## config.mk

```make
export PLATFORM = sky130hd
export DESIGN_NAME = accel_dynamic_magnitude_smoother_unit
export DESIGN_NICKNAME = d
export VERILOG_FILES = /design/src/design/admsm_pkg.sv /design/src/design/admsm_sqsum.sv /design/src/design/admsm_isqrt.sv /design/src/design/admsm_ema.sv /design/src/design/accel_dynamic_magnitude_smoother_unit.sv
export SDC_FILE = /design/constraint.sdc
export NUM_CORES = 1
export LEC_CHECK = 0
export BUFFER_PORTS_ARGS = -buffer_cell sky130_fd_sc_hd__buf_2
export CAP_MARGIN = 20
export CORE_MARGIN = 4
export CORE_UTILIZATION = 45
export CTS_BUF_LIST = sky130_fd_sc_hd__clkbuf_4
export DETAILED_ROUTE_END_ITERATION = 8
export GPL_TIMING_DRIVEN = 0
export HOLD_SLACK_MARGIN = 0.12
export PLACE_DENSITY = 0.73
export SETUP_SLACK_MARGIN = 0.05
export SLEW_MARGIN = 15
export SYNTH_ARGS = -nofsm -noshare
export SYNTH_HDL_FRONTEND = slang
export SYNTH_SLANG_ARGS = --single-unit
```

## constraint.sdc

```tcl
create_clock -name clk -period 14.88 [get_ports clk]
set_input_delay 4.464 -clock clk [delete_from_list [all_inputs] [get_ports clk]]
set_output_delay 4.464 -clock clk [all_outputs]
set_load 0.1 [all_outputs]
```

## src/design/admsm_pkg.sv

```systemverilog
package admsm_pkg;

  localparam int SAMPLE_FRAC_BITS_DEFAULT = 8;

  localparam int ACCEL_W  = 17;
  localparam int MAG_W    = 17;
  localparam int SUMSQ_W  = 34;
  localparam int GRAV_W   = 16;
  localparam int WEIGHT_W = 17;
  localparam int AVG_W    = 26;
  localparam int AVG_FRAC = 16;
  localparam int OUT_W    = 9;
  localparam int PADDR_W  = 4;
  localparam int PDATA_W  = 32;

  localparam logic [GRAV_W-1:0]   GRAV_RESET   = 16'd2510;
  localparam logic [WEIGHT_W-1:0] WEIGHT_RESET = 17'd6554;
  localparam logic [WEIGHT_W-1:0] WEIGHT_ONE   = 17'h10000;
  localparam logic [OUT_W-1:0]    OUT_MAX      = '1;

  typedef enum logic [1:0] {
    REG_ENABLE  = 2'd0,
    REG_GRAVITY = 2'd1,
    REG_WEIGHT  = 2'd2
  } reg_index_t;

  typedef enum logic [2:0] {
    ST_IDLE,
    ST_SQSUM,
    ST_ROOT,
    ST_EMA,
    ST_FINISH
  } unit_state_t;

  typedef enum logic [2:0] {
    EMA_IDLE,
    EMA_LOAD,
    EMA_MUL,
    EMA_STORE,
    EMA_ROUND
  } ema_phase_t;

  typedef struct packed {
    logic [GRAV_W-1:0]   gravity_offset;
    logic [WEIGHT_W-1:0] smoothing_weight;
  } ema_cfg_t;

endpackage

```

## src/design/admsm_sqsum.sv

```systemverilog
module admsm_sqsum (
  input  logic                                clk,
  input  logic                                rst,
  input  logic                                start,
  input  logic signed [admsm_pkg::ACCEL_W-1:0] accel_x,
  input  logic signed [admsm_pkg::ACCEL_W-1:0] accel_y,
  input  logic signed [admsm_pkg::ACCEL_W-1:0] accel_z,
  output logic [admsm_pkg::SUMSQ_W-1:0]       sum_sq,
  output logic                                done
);
  import admsm_pkg::*;

  localparam int STEPS = MAG_W;
  localparam int CNT_W = $clog2(STEPS);
  localparam int HI_W  = MAG_W + 2;

  function automatic logic [MAG_W-1:0] abs_val(input logic signed [ACCEL_W-1:0] v);
    logic [ACCEL_W-1:0] u;
    u = $unsigned(v);
    abs_val = v[ACCEL_W-1] ? MAG_W'(~u + 1'b1) : MAG_W'(u);
  endfunction

  logic             busy;
  logic [CNT_W-1:0] cnt;
  logic [MAG_W-1:0] mx, my, mz;
  logic [MAG_W-1:0] bx, by, bz;
  logic [HI_W-1:0]  hi;
  logic [MAG_W-1:0] lo;
  logic [HI_W-1:0]  addend;
  logic [HI_W:0]    hi_next;

  assign addend = (bx[0] ? HI_W'(mx) : '0) + (by[0] ? HI_W'(my) : '0)
                + (bz[0] ? HI_W'(mz) : '0);
  assign hi_next = {1'b0, hi} + (HI_W + 1)'(addend);
  assign sum_sq  = SUMSQ_W'({hi, lo});

  always_ff @(posedge clk) begin
    if (rst) begin
      busy <= 1'b0;
      cnt  <= '0;
      done <= 1'b0;
    end else begin
      done <= busy && (cnt == CNT_W'(STEPS - 1));
      if (start) begin
        busy <= 1'b1;
        cnt  <= '0;
      end else if (busy) begin
        cnt <= cnt + 1'b1;
        if (cnt == CNT_W'(STEPS - 1)) begin
          busy <= 1'b0;
        end
      end
    end
  end

  always_ff @(posedge clk) begin
    if (start) begin
      mx <= abs_val(accel_x);
      my <= abs_val(accel_y);
      mz <= abs_val(accel_z);
      bx <= abs_val(accel_x);
      by <= abs_val(accel_y);
      bz <= abs_val(accel_z);
      hi <= '0;
      lo <= '0;
    end else if (busy) begin
      hi <= hi_next[HI_W:1];
      lo <= {hi_next[0], lo[MAG_W-1:1]};
      bx <= bx >> 1;
      by <= by >> 1;
      bz <= bz >> 1;
    end
  end

endmodule

```

## src/design/admsm_isqrt.sv

```systemverilog
module admsm_isqrt (
  input  logic                          clk,
  input  logic                          rst,
  input  logic                          start,
  input  logic [admsm_pkg::SUMSQ_W-1:0] radicand,
  output logic [admsm_pkg::MAG_W-1:0]   root,
  output logic                          done
);
  import admsm_pkg::*;

  localparam int STEPS = SUMSQ_W / 2;
  localparam int CNT_W = $clog2(STEPS);
  localparam int REM_W = MAG_W + 1;
  localparam int TRY_W = MAG_W + 3;

  logic               busy;
  logic [CNT_W-1:0]   cnt;
  logic [SUMSQ_W-1:0] rad;
  logic [REM_W-1:0]   rem;
  logic [TRY_W-1:0]   rem_sh;
  logic [TRY_W-1:0]   trial;
  logic [TRY_W-1:0]   diff;
  logic               fits;

  assign rem_sh = {rem, rad[SUMSQ_W-1 -: 2]};
  assign trial  = TRY_W'({root, 2'b01});
  assign fits   = rem_sh >= trial;
  assign diff   = rem_sh - trial;

  always_ff @(posedge clk) begin
    if (rst) begin
      busy <= 1'b0;
      cnt  <= '0;
      done <= 1'b0;
    end else begin
      done <= busy && (cnt == CNT_W'(STEPS - 1));
      if (start) begin
        busy <= 1'b1;
        cnt  <= '0;
      end else if (busy) begin
        cnt <= cnt + 1'b1;
        if (cnt == CNT_W'(STEPS - 1)) begin
          busy <= 1'b0;
        end
      end
    end
  end

  always_ff @(posedge clk) begin
    if (start) begin
      rad  <= radicand;
      rem  <= '0;
      root <= '0;
    end else if (busy) begin
      rad  <= rad << 2;
      rem  <= fits ? diff[REM_W-1:0] : rem_sh[REM_W-1:0];
      root <= {root[MAG_W-2:0], fits};
    end
  end

endmodule

```

## src/design/admsm_ema.sv

```systemverilog
module admsm_ema #(
  parameter int SAMPLE_FRAC_BITS = admsm_pkg::SAMPLE_FRAC_BITS_DEFAULT
) (
  input  logic                        clk,
  input  logic                        rst,
  input  logic                        start,
  input  admsm_pkg::ema_cfg_t         cfg,
  input  logic [admsm_pkg::MAG_W-1:0] mag,
  output logic [admsm_pkg::OUT_W-1:0] result,
  output logic                        done
);
  import admsm_pkg::*;

  localparam int DYN_SHIFT  = AVG_FRAC - SAMPLE_FRAC_BITS;
  localparam int DYN_WIDE_W = MAG_W + AVG_FRAC;
  localparam int DELTA_W    = AVG_W + 1;
  localparam int ACC_W      = AVG_W + AVG_FRAC + 3;
  localparam int MUL_STEPS  = (WEIGHT_W + 1) / 2;
  localparam int CNT_W      = $clog2(MUL_STEPS);
  localparam int RND_W      = AVG_W + 1;
  localparam int Q_W        = RND_W - AVG_FRAC;

  ema_phase_t phase, phase_next;

  logic                    capture, load, mul, store, round;
  logic [CNT_W-1:0]        cnt;
  logic [AVG_W-1:0]        avg;
  logic [AVG_W-1:0]        dyn;
  logic [WEIGHT_W-1:0]     w_sat;
  logic [WEIGHT_W-1:0]     mult;
  logic signed [ACC_W-1:0] mcand;
  logic signed [ACC_W-1:0] acc;

  logic                    mag_ge;
  logic [MAG_W-1:0]        diff;
  logic [DYN_WIDE_W-1:0]   dyn_wide;
  logic [AVG_W-1:0]        dyn_sat;
  logic [WEIGHT_W-1:0]     w_clip;
  logic signed [DELTA_W-1:0] delta;
  logic signed [ACC_W-1:0] add0, add1;
  logic [RND_W-1:0]        rnd;
  logic [Q_W-1:0]          q;

  assign mag_ge   = mag >= MAG_W'(cfg.gravity_offset);
  assign diff     = mag_ge ? mag - MAG_W'(cfg.gravity_offset)
                           : MAG_W'(cfg.gravity_offset) - mag;
  assign dyn_wide = DYN_WIDE_W'(diff) << DYN_SHIFT;
  assign dyn_sat  = (|dyn_wide[DYN_WIDE_W-1:AVG_W]) ? '1 : dyn_wide[AVG_W-1:0];
  assign w_clip   = (cfg.smoothing_weight > WEIGHT_ONE) ? WEIGHT_ONE
                                                        : cfg.smoothing_weight;
  assign delta    = $signed({1'b0, dyn}) - $signed({1'b0, avg});
  assign add0     = mult[0] ? mcand : '0;
  assign add1     = mult[1] ? (mcand <<< 1) : '0;
  assign rnd      = {1'b0, avg} + RND_W'(1 << (AVG_FRAC - 1));
  assign q        = rnd[RND_W-1:AVG_FRAC];

  always_comb begin
    phase_next = phase;
    unique case (phase)
      EMA_IDLE:  if (start) phase_next = EMA_LOAD;
      EMA_LOAD:  phase_next = EMA_MUL;
      EMA_MUL:   if (cnt == CNT_W'(MUL_STEPS - 1)) phase_next = EMA_STORE;
      EMA_STORE: phase_next = EMA_ROUND;
      EMA_ROUND: phase_next = EMA_IDLE;
      default:   phase_next = EMA_IDLE;
    endcase
  end

  always_comb begin
    capture = (phase == EMA_IDLE) && start;
    load    = (phase == EMA_LOAD);
    mul     = (phase == EMA_MUL);
    store   = (phase == EMA_STORE);
    round   = (phase == EMA_ROUND);
  end

  always_ff @(posedge clk) begin
    if (rst) begin
      phase <= EMA_IDLE;
      cnt   <= '0;
      avg   <= '0;
      done  <= 1'b0;
    end else begin
      phase <= phase_next;
      done  <= round;
      if (load) begin
        cnt <= '0;
      end else if (mul) begin
        cnt <= cnt + 1'b1;
      end
      if (store) begin
        avg <= acc[AVG_FRAC +: AVG_W];
      end
    end
  end

  always_ff @(posedge clk) begin
    if (capture) begin
      dyn   <= dyn_sat;
      w_sat <= w_clip;
    end
    if (load) begin
      mcand <= ACC_W'(delta);
      mult  <= w_sat;
      acc   <= $signed({{(ACC_W - AVG_W - AVG_FRAC){1'b0}}, avg,
                        1'b1, {(AVG_FRAC - 1){1'b0}}});
    end else if (mul) begin
      acc   <= acc + add0 + add1;
      mcand <= mcand <<< 2;
      mult  <= mult >> 2;
    end
    if (round) begin
      result <= (q > Q_W'(OUT_MAX)) ? OUT_MAX : q[OUT_W-1:0];
    end
  end

endmodule

```

## src/design/accel_dynamic_magnitude_smoother_unit.sv

```systemverilog
// Smoothed dynamic acceleration magnitude. Each accepted word (three signed
// axis samples) is squared and summed by a bit-serial multiplier, rooted by a
// bit-serial square-root unit, compared against the gravity offset and folded
// into an exponential moving average by a radix-4 serial multiplier; the
// average rounded to whole m/s^2 (saturating at 511) is returned. With the
// enable register clear the result is zero and the average is untouched.
// An enabled word runs through 17 steps of the sum-of-squares unit, then
// 17 steps of the square-root unit, then 9 steps of the averaging multiplier.
// A word taken while disabled skips the three units and goes straight to
// the output register. One word is in flight at a time; the next is
// accepted once the result is in the output register, and a stalled output
// holds off the next word.
module accel_dynamic_magnitude_smoother_unit #(
  parameter int SAMPLE_FRAC_BITS = admsm_pkg::SAMPLE_FRAC_BITS_DEFAULT
) (
  input  logic                                clk,
  input  logic                                rst,
  input  logic                                psel,
  input  logic                                penable,
  input  logic                                pwrite,
  input  logic [admsm_pkg::PADDR_W-1:0]       paddr,
  input  logic [admsm_pkg::PDATA_W-1:0]       pwdata,
  output logic [admsm_pkg::PDATA_W-1:0]       prdata,
  output logic                                pready,
  input  logic                                in_valid,
  output logic                                in_stall,
  input  logic signed [admsm_pkg::ACCEL_W-1:0] accel_x,
  input  logic signed [admsm_pkg::ACCEL_W-1:0] accel_y,
  input  logic signed [admsm_pkg::ACCEL_W-1:0] accel_z,
  output logic                                out_valid,
  input  logic                                out_stall,
  output logic [admsm_pkg::OUT_W-1:0]         smoothed_magnitude
);
  import admsm_pkg::*;

  unit_state_t state, state_next;

  logic                sensor_enabled;
  logic [GRAV_W-1:0]   gravity_offset;
  logic [WEIGHT_W-1:0] smoothing_weight;
  reg_index_t          reg_index;
  logic                reg_write;

  logic                sq_start, root_start, ema_start, load_out;
  logic                sq_done, root_done, ema_done;
  logic [SUMSQ_W-1:0]  sum_sq;
  logic [MAG_W-1:0]    mag;
  logic [OUT_W-1:0]    ema_result;
  logic                zero_res;
  ema_cfg_t            ema_cfg;

  assign pready    = 1'b1;
  assign reg_write = psel && penable && pwrite;
  assign reg_index = reg_index_t'(paddr[PADDR_W-1:2]);
  assign ema_cfg   = '{gravity_offset: gravity_offset, smoothing_weight: smoothing_weight};

  always_ff @(posedge clk) begin
    if (rst) begin
      sensor_enabled   <= 1'b0;
      gravity_offset   <= GRAV_RESET;
      smoothing_weight <= WEIGHT_RESET;
    end else if (reg_write) begin
      unique case (reg_index)
        REG_ENABLE:  sensor_enabled   <= pwdata[0];
        REG_GRAVITY: gravity_offset   <= pwdata[GRAV_W-1:0];
        REG_WEIGHT:  smoothing_weight <= pwdata[WEIGHT_W-1:0];
        default: ;
      endcase
    end
  end

  always_comb begin
    unique case (reg_index)
      REG_ENABLE:  prdata = PDATA_W'(sensor_enabled);
      REG_GRAVITY: prdata = PDATA_W'(gravity_offset);
      REG_WEIGHT:  prdata = PDATA_W'(smoothing_weight);
      default:     prdata = '0;
    endcase
  end

  always_comb begin
    state_next = state;
    unique case (state)
      ST_IDLE:   if (in_valid) state_next = sensor_enabled ? ST_SQSUM : ST_FINISH;
      ST_SQSUM:  if (sq_done) state_next = ST_ROOT;
      ST_ROOT:   if (root_done) state_next = ST_EMA;
      ST_EMA:    if (ema_done) state_next = ST_FINISH;
      ST_FINISH: if (!out_valid || !out_stall) state_next = ST_IDLE;
      default:   state_next = ST_IDLE;
    endcase
  end

  always_comb begin
    in_stall   = (state != ST_IDLE);
    sq_start   = (state == ST_IDLE) && in_valid && sensor_enabled;
    root_start = (state == ST_SQSUM) && sq_done;
    ema_start  = (state == ST_ROOT) && root_done;
    load_out   = (state == ST_FINISH) && (!out_valid || !out_stall);
  end

  always_ff @(posedge clk) begin
    if (rst) begin
      state     <= ST_IDLE;
      out_valid <= 1'b0;
      zero_res  <= 1'b0;
    end else begin
      state <= state_next;
      if ((state == ST_IDLE) && in_valid) begin
        zero_res <= !sensor_enabled;
      end
      if (load_out) begin
        out_valid <= 1'b1;
      end else if (!out_stall) begin
        out_valid <= 1'b0;
      end
    end
  end

  always_ff @(posedge clk) begin
    if (load_out) begin
      smoothed_magnitude <= zero_res ? '0 : ema_result;
    end
  end

  admsm_sqsum u_sqsum (
    .clk     (clk),
    .rst     (rst),
    .start   (sq_start),
    .accel_x (accel_x),
    .accel_y (accel_y),
    .accel_z (accel_z),
    .sum_sq  (sum_sq),
    .done    (sq_done)
  );

  admsm_isqrt u_isqrt (
    .clk      (clk),
    .rst      (rst),
    .start    (root_start),
    .radicand (sum_sq),
    .root     (mag),
    .done     (root_done)
  );

  admsm_ema #(
    .SAMPLE_FRAC_BITS (SAMPLE_FRAC_BITS)
  ) u_ema (
    .clk    (clk),
    .rst    (rst),
    .start  (ema_start),
    .cfg    (ema_cfg),
    .mag    (mag),
    .result (ema_result),
    .done   (ema_done)
  );

endmodule

```

==> run metrics <==
top_reg_cell synth edfxtp_1; Layout Utilization 51.0%; Post-Layout Cell Count 4,061; drt wl/cell 15.9 um; max cap viols 0; commonest non-fill, non-tap cell in the layout nand2_1; Pre-Repair DR Iteration Count 5; layout cells sized above 1 10.8%; Max Fclk 0.0941 GHz; Final Hold Viols 0; global route overflow 0; number of buffers added on ports 102; synth warn 0; most frequent cells in the layout nand2_1, edfxtp_1, inv_1; die width 253 um; CTS resizes 0; final clock skew 0.0855 ns; initial DRC count 1,657; Mapped Cells 2,955; GP Congestion 0.900; CP Class in -> out; first-pass GRT wire length 104,000 um; Post-synth EDFFs 273; outcome finished clean; TritonCTS clock tree done; crit path max-delay cell type buf_2; Final ANT Viol Nets 0; syn_area_per_cell 9.14 um^2; Tcrit/Tclk final 71.4%; Crit path arrival time 6.16 ns; CP Capture Type output pin; Via density 5.28; Worst-path clk slew 0.08 ns; DP Cell Count 3,849; Leakage Power 0.0129 uW; fin crit period 10.62 ns; Worst Path Buf+Inv 4; register area share after synthesis 43.2%; Worst VDD drop 0.0683 mV; nets@finish 3,506; final WL 64,400 um; vias in the first global route 20,100; Slew @ Worst Pin 1.05 ns; # clock sinks 447; Initial Utilization 45.6%; max incr delay on CP 0.47 ns; post-synth cell types 79; Ports 138; Final Setup Violations 0; core area 59,200 um^2; RSZ-0062 raised after global routing false; Remaining DRCs 0; die height 253 um; Hold Buf Count CTS 0; crit-path max FO 10; CTS buffer count 117; setup_tns 0 ns; initial antenna violation count 3; Slew HR 30.2%; via count 21,400; worst path cell trace buf_2 > nor2b_1 > clkbuf_1 > clkbuf_1 > nand2_1 > o21ai_0 > buf_2; Slew Limit Fails 0; crit-path leading delay family buffers and inverters; Layout area overhead 11.8%; Root Buffer clkbuf_4; post-CTS setup buffer count 0; CP Launch Type primary input; die area 64,000 um^2; Async SR Flop Fraction 0%; largest net degree at the start of global routing 61; total power 2990 uW; worst min path class reg -> reg; Cell Rows 89; fillcell total 5,506; CTS H-tree lvls 3; PwrDens 99.1 nW/um^2; Clock Path Buffers 3; DP Wirelength 49,100 um; Critical Path RT 10.42 ns; mapped cell area 27,000 um^2; worst skew pair latency 0.90 ns; flops & latches, synth 447; GRT Overall Usage 19.9%
==> worst reg2reg max path, delay by kind of cell, from the launching register on <==
kind / cells / cell delay, ns
compound gates: 12 / 2.33
fa+ha+maj: 4 / 1.40
buf+inv: 4 / 0.88
simple gates: 6 / 0.79
flops: 1 / 0.32
xor+xnor: 1 / 0.17
==> layout make-up <==
class / count / area [um^2] / area share (%)
clock inverters: 34 / 204 / 0.676
inverters: 256 / 961 / 3.18
multi-input cells: 2123 / 13800 / 45.9
clock buffers: 177 / 1330 / 4.40
diodes: 1 / 2.50 / 0.00829
well taps: 773 / 967 / 3.20
plain buffers: 143 / 611 / 2.02
flip-flops and latches: 447 / 11700 / 38.7
repair buffers: 107 / 592 / 1.96
==> per-stage QoR <==
stage          cell area [um^2]  hold WS (ns)  worst slack, ns
2_1_floorplan             27100         0.436             3.74
3_3_place_gp              28500         0.441             4.27
3_5_place_dp              28700         0.449             4.28
4_1_cts                   30200         0.460             4.28
5_1_grt                   30200         0.478             4.11
6_report                  30200         0.462             4.26
==> registers in the layout (all words and copies together), names as in the netlist, 18 cells and up <==
signal	flops
u_isqrt.rem	18
u_ema.mcand	42
u_ema.avg	26
u_ema.acc	42
u_isqrt.rad	34
u_sqsum.hi	19
==> kinds of logic (layout without fill, tap and decap cells) <==
family                     Yosys count  in the layout  share of synthesized area (%)
AOI/OAI and AO/OA                  554            554                           13.1
xor gates and xnor gates           177            177                           5.74
adders and majority gates          217            217                           11.8
buffers and inverters              399            717                           5.79
DFF                                447            447                           43.2
muxes                               79             79                           2.95
other                                2             17                         0.0278
and+or+nand+nor                   1080           1080                           17.4
==> power by group <==
group          switching, uW  internal, uW  leakage [uW]
Combinational            290           205       0.00807
Sequential              44.5          1360       0.00389
Clock                    523           564      0.000915
==> Yosys cell counts, types with 7 or more instances <==
cell	n	area (um^2)
a211o_1	10	87.6
a211oi_1	11	82.6
a21o_1	59	443
a21oi_1	174	871
a22o_1	18	158
a31oi_1	11	68.8
a41oi_1	7	61.3
and2_1	19	119
and3_1	11	68.8
buf_1	9	33.8
buf_4	16	120
clkbuf_1	113	424
dfxtp_1	174	3480
edfxtp_1	273	8200
fa_1	62	1240
ha_1	155	1940
inv_1	256	961
mux2i_1	75	751
nand2_1	640	2400
nand2b_1	23	144
nand3_1	33	165
nand3b_1	11	82.6
nand4_1	18	113
nor2_1	174	653
nor2b_1	49	307
nor3_1	46	230
nor3b_1	7	52.6
nor4_1	8	50.1
o211ai_1	8	60.1
o21a_1	19	143
o21ai_0	112	561
o21bai_1	15	113
o22ai_1	30	188
o31ai_1	19	143
or2_2	7	43.8
or3_1	11	68.8
xnor2_1	110	963
xor2_1	67	587
==> worst paths after layout <==
path,from,to,slack (ns),cells past startpoint
hold / removal,u_ema.avg[11]$_SDFFE_PP0P_,u_ema.avg[11]$_SDFFE_PP0P_,0.46,2
setup reg to reg,u_sqsum.by[0]$_DFFE_PP_,u_sqsum.hi[17]$_SDFFE_PP0P_,8.87,27
setup / recovery,paddr[3],prdata[0],4.26,7
hold reg to reg,u_ema.avg[11]$_SDFFE_PP0P_,u_ema.avg[11]$_SDFFE_PP0P_,0.46,2
==> routing by layer <==
metal | track usage, % | up-vias | wire (um)
li1 | - | 10600 | -
met3 | 3.34 | 130 | 3640
met5 | 0 | - | 24
met4 | 7.75 | 4 | 2120
met2 | 32.5 | 612 | 30200
met1 | 26.6 | 10100 | 28400
Power figures use the tool's default switching activity.
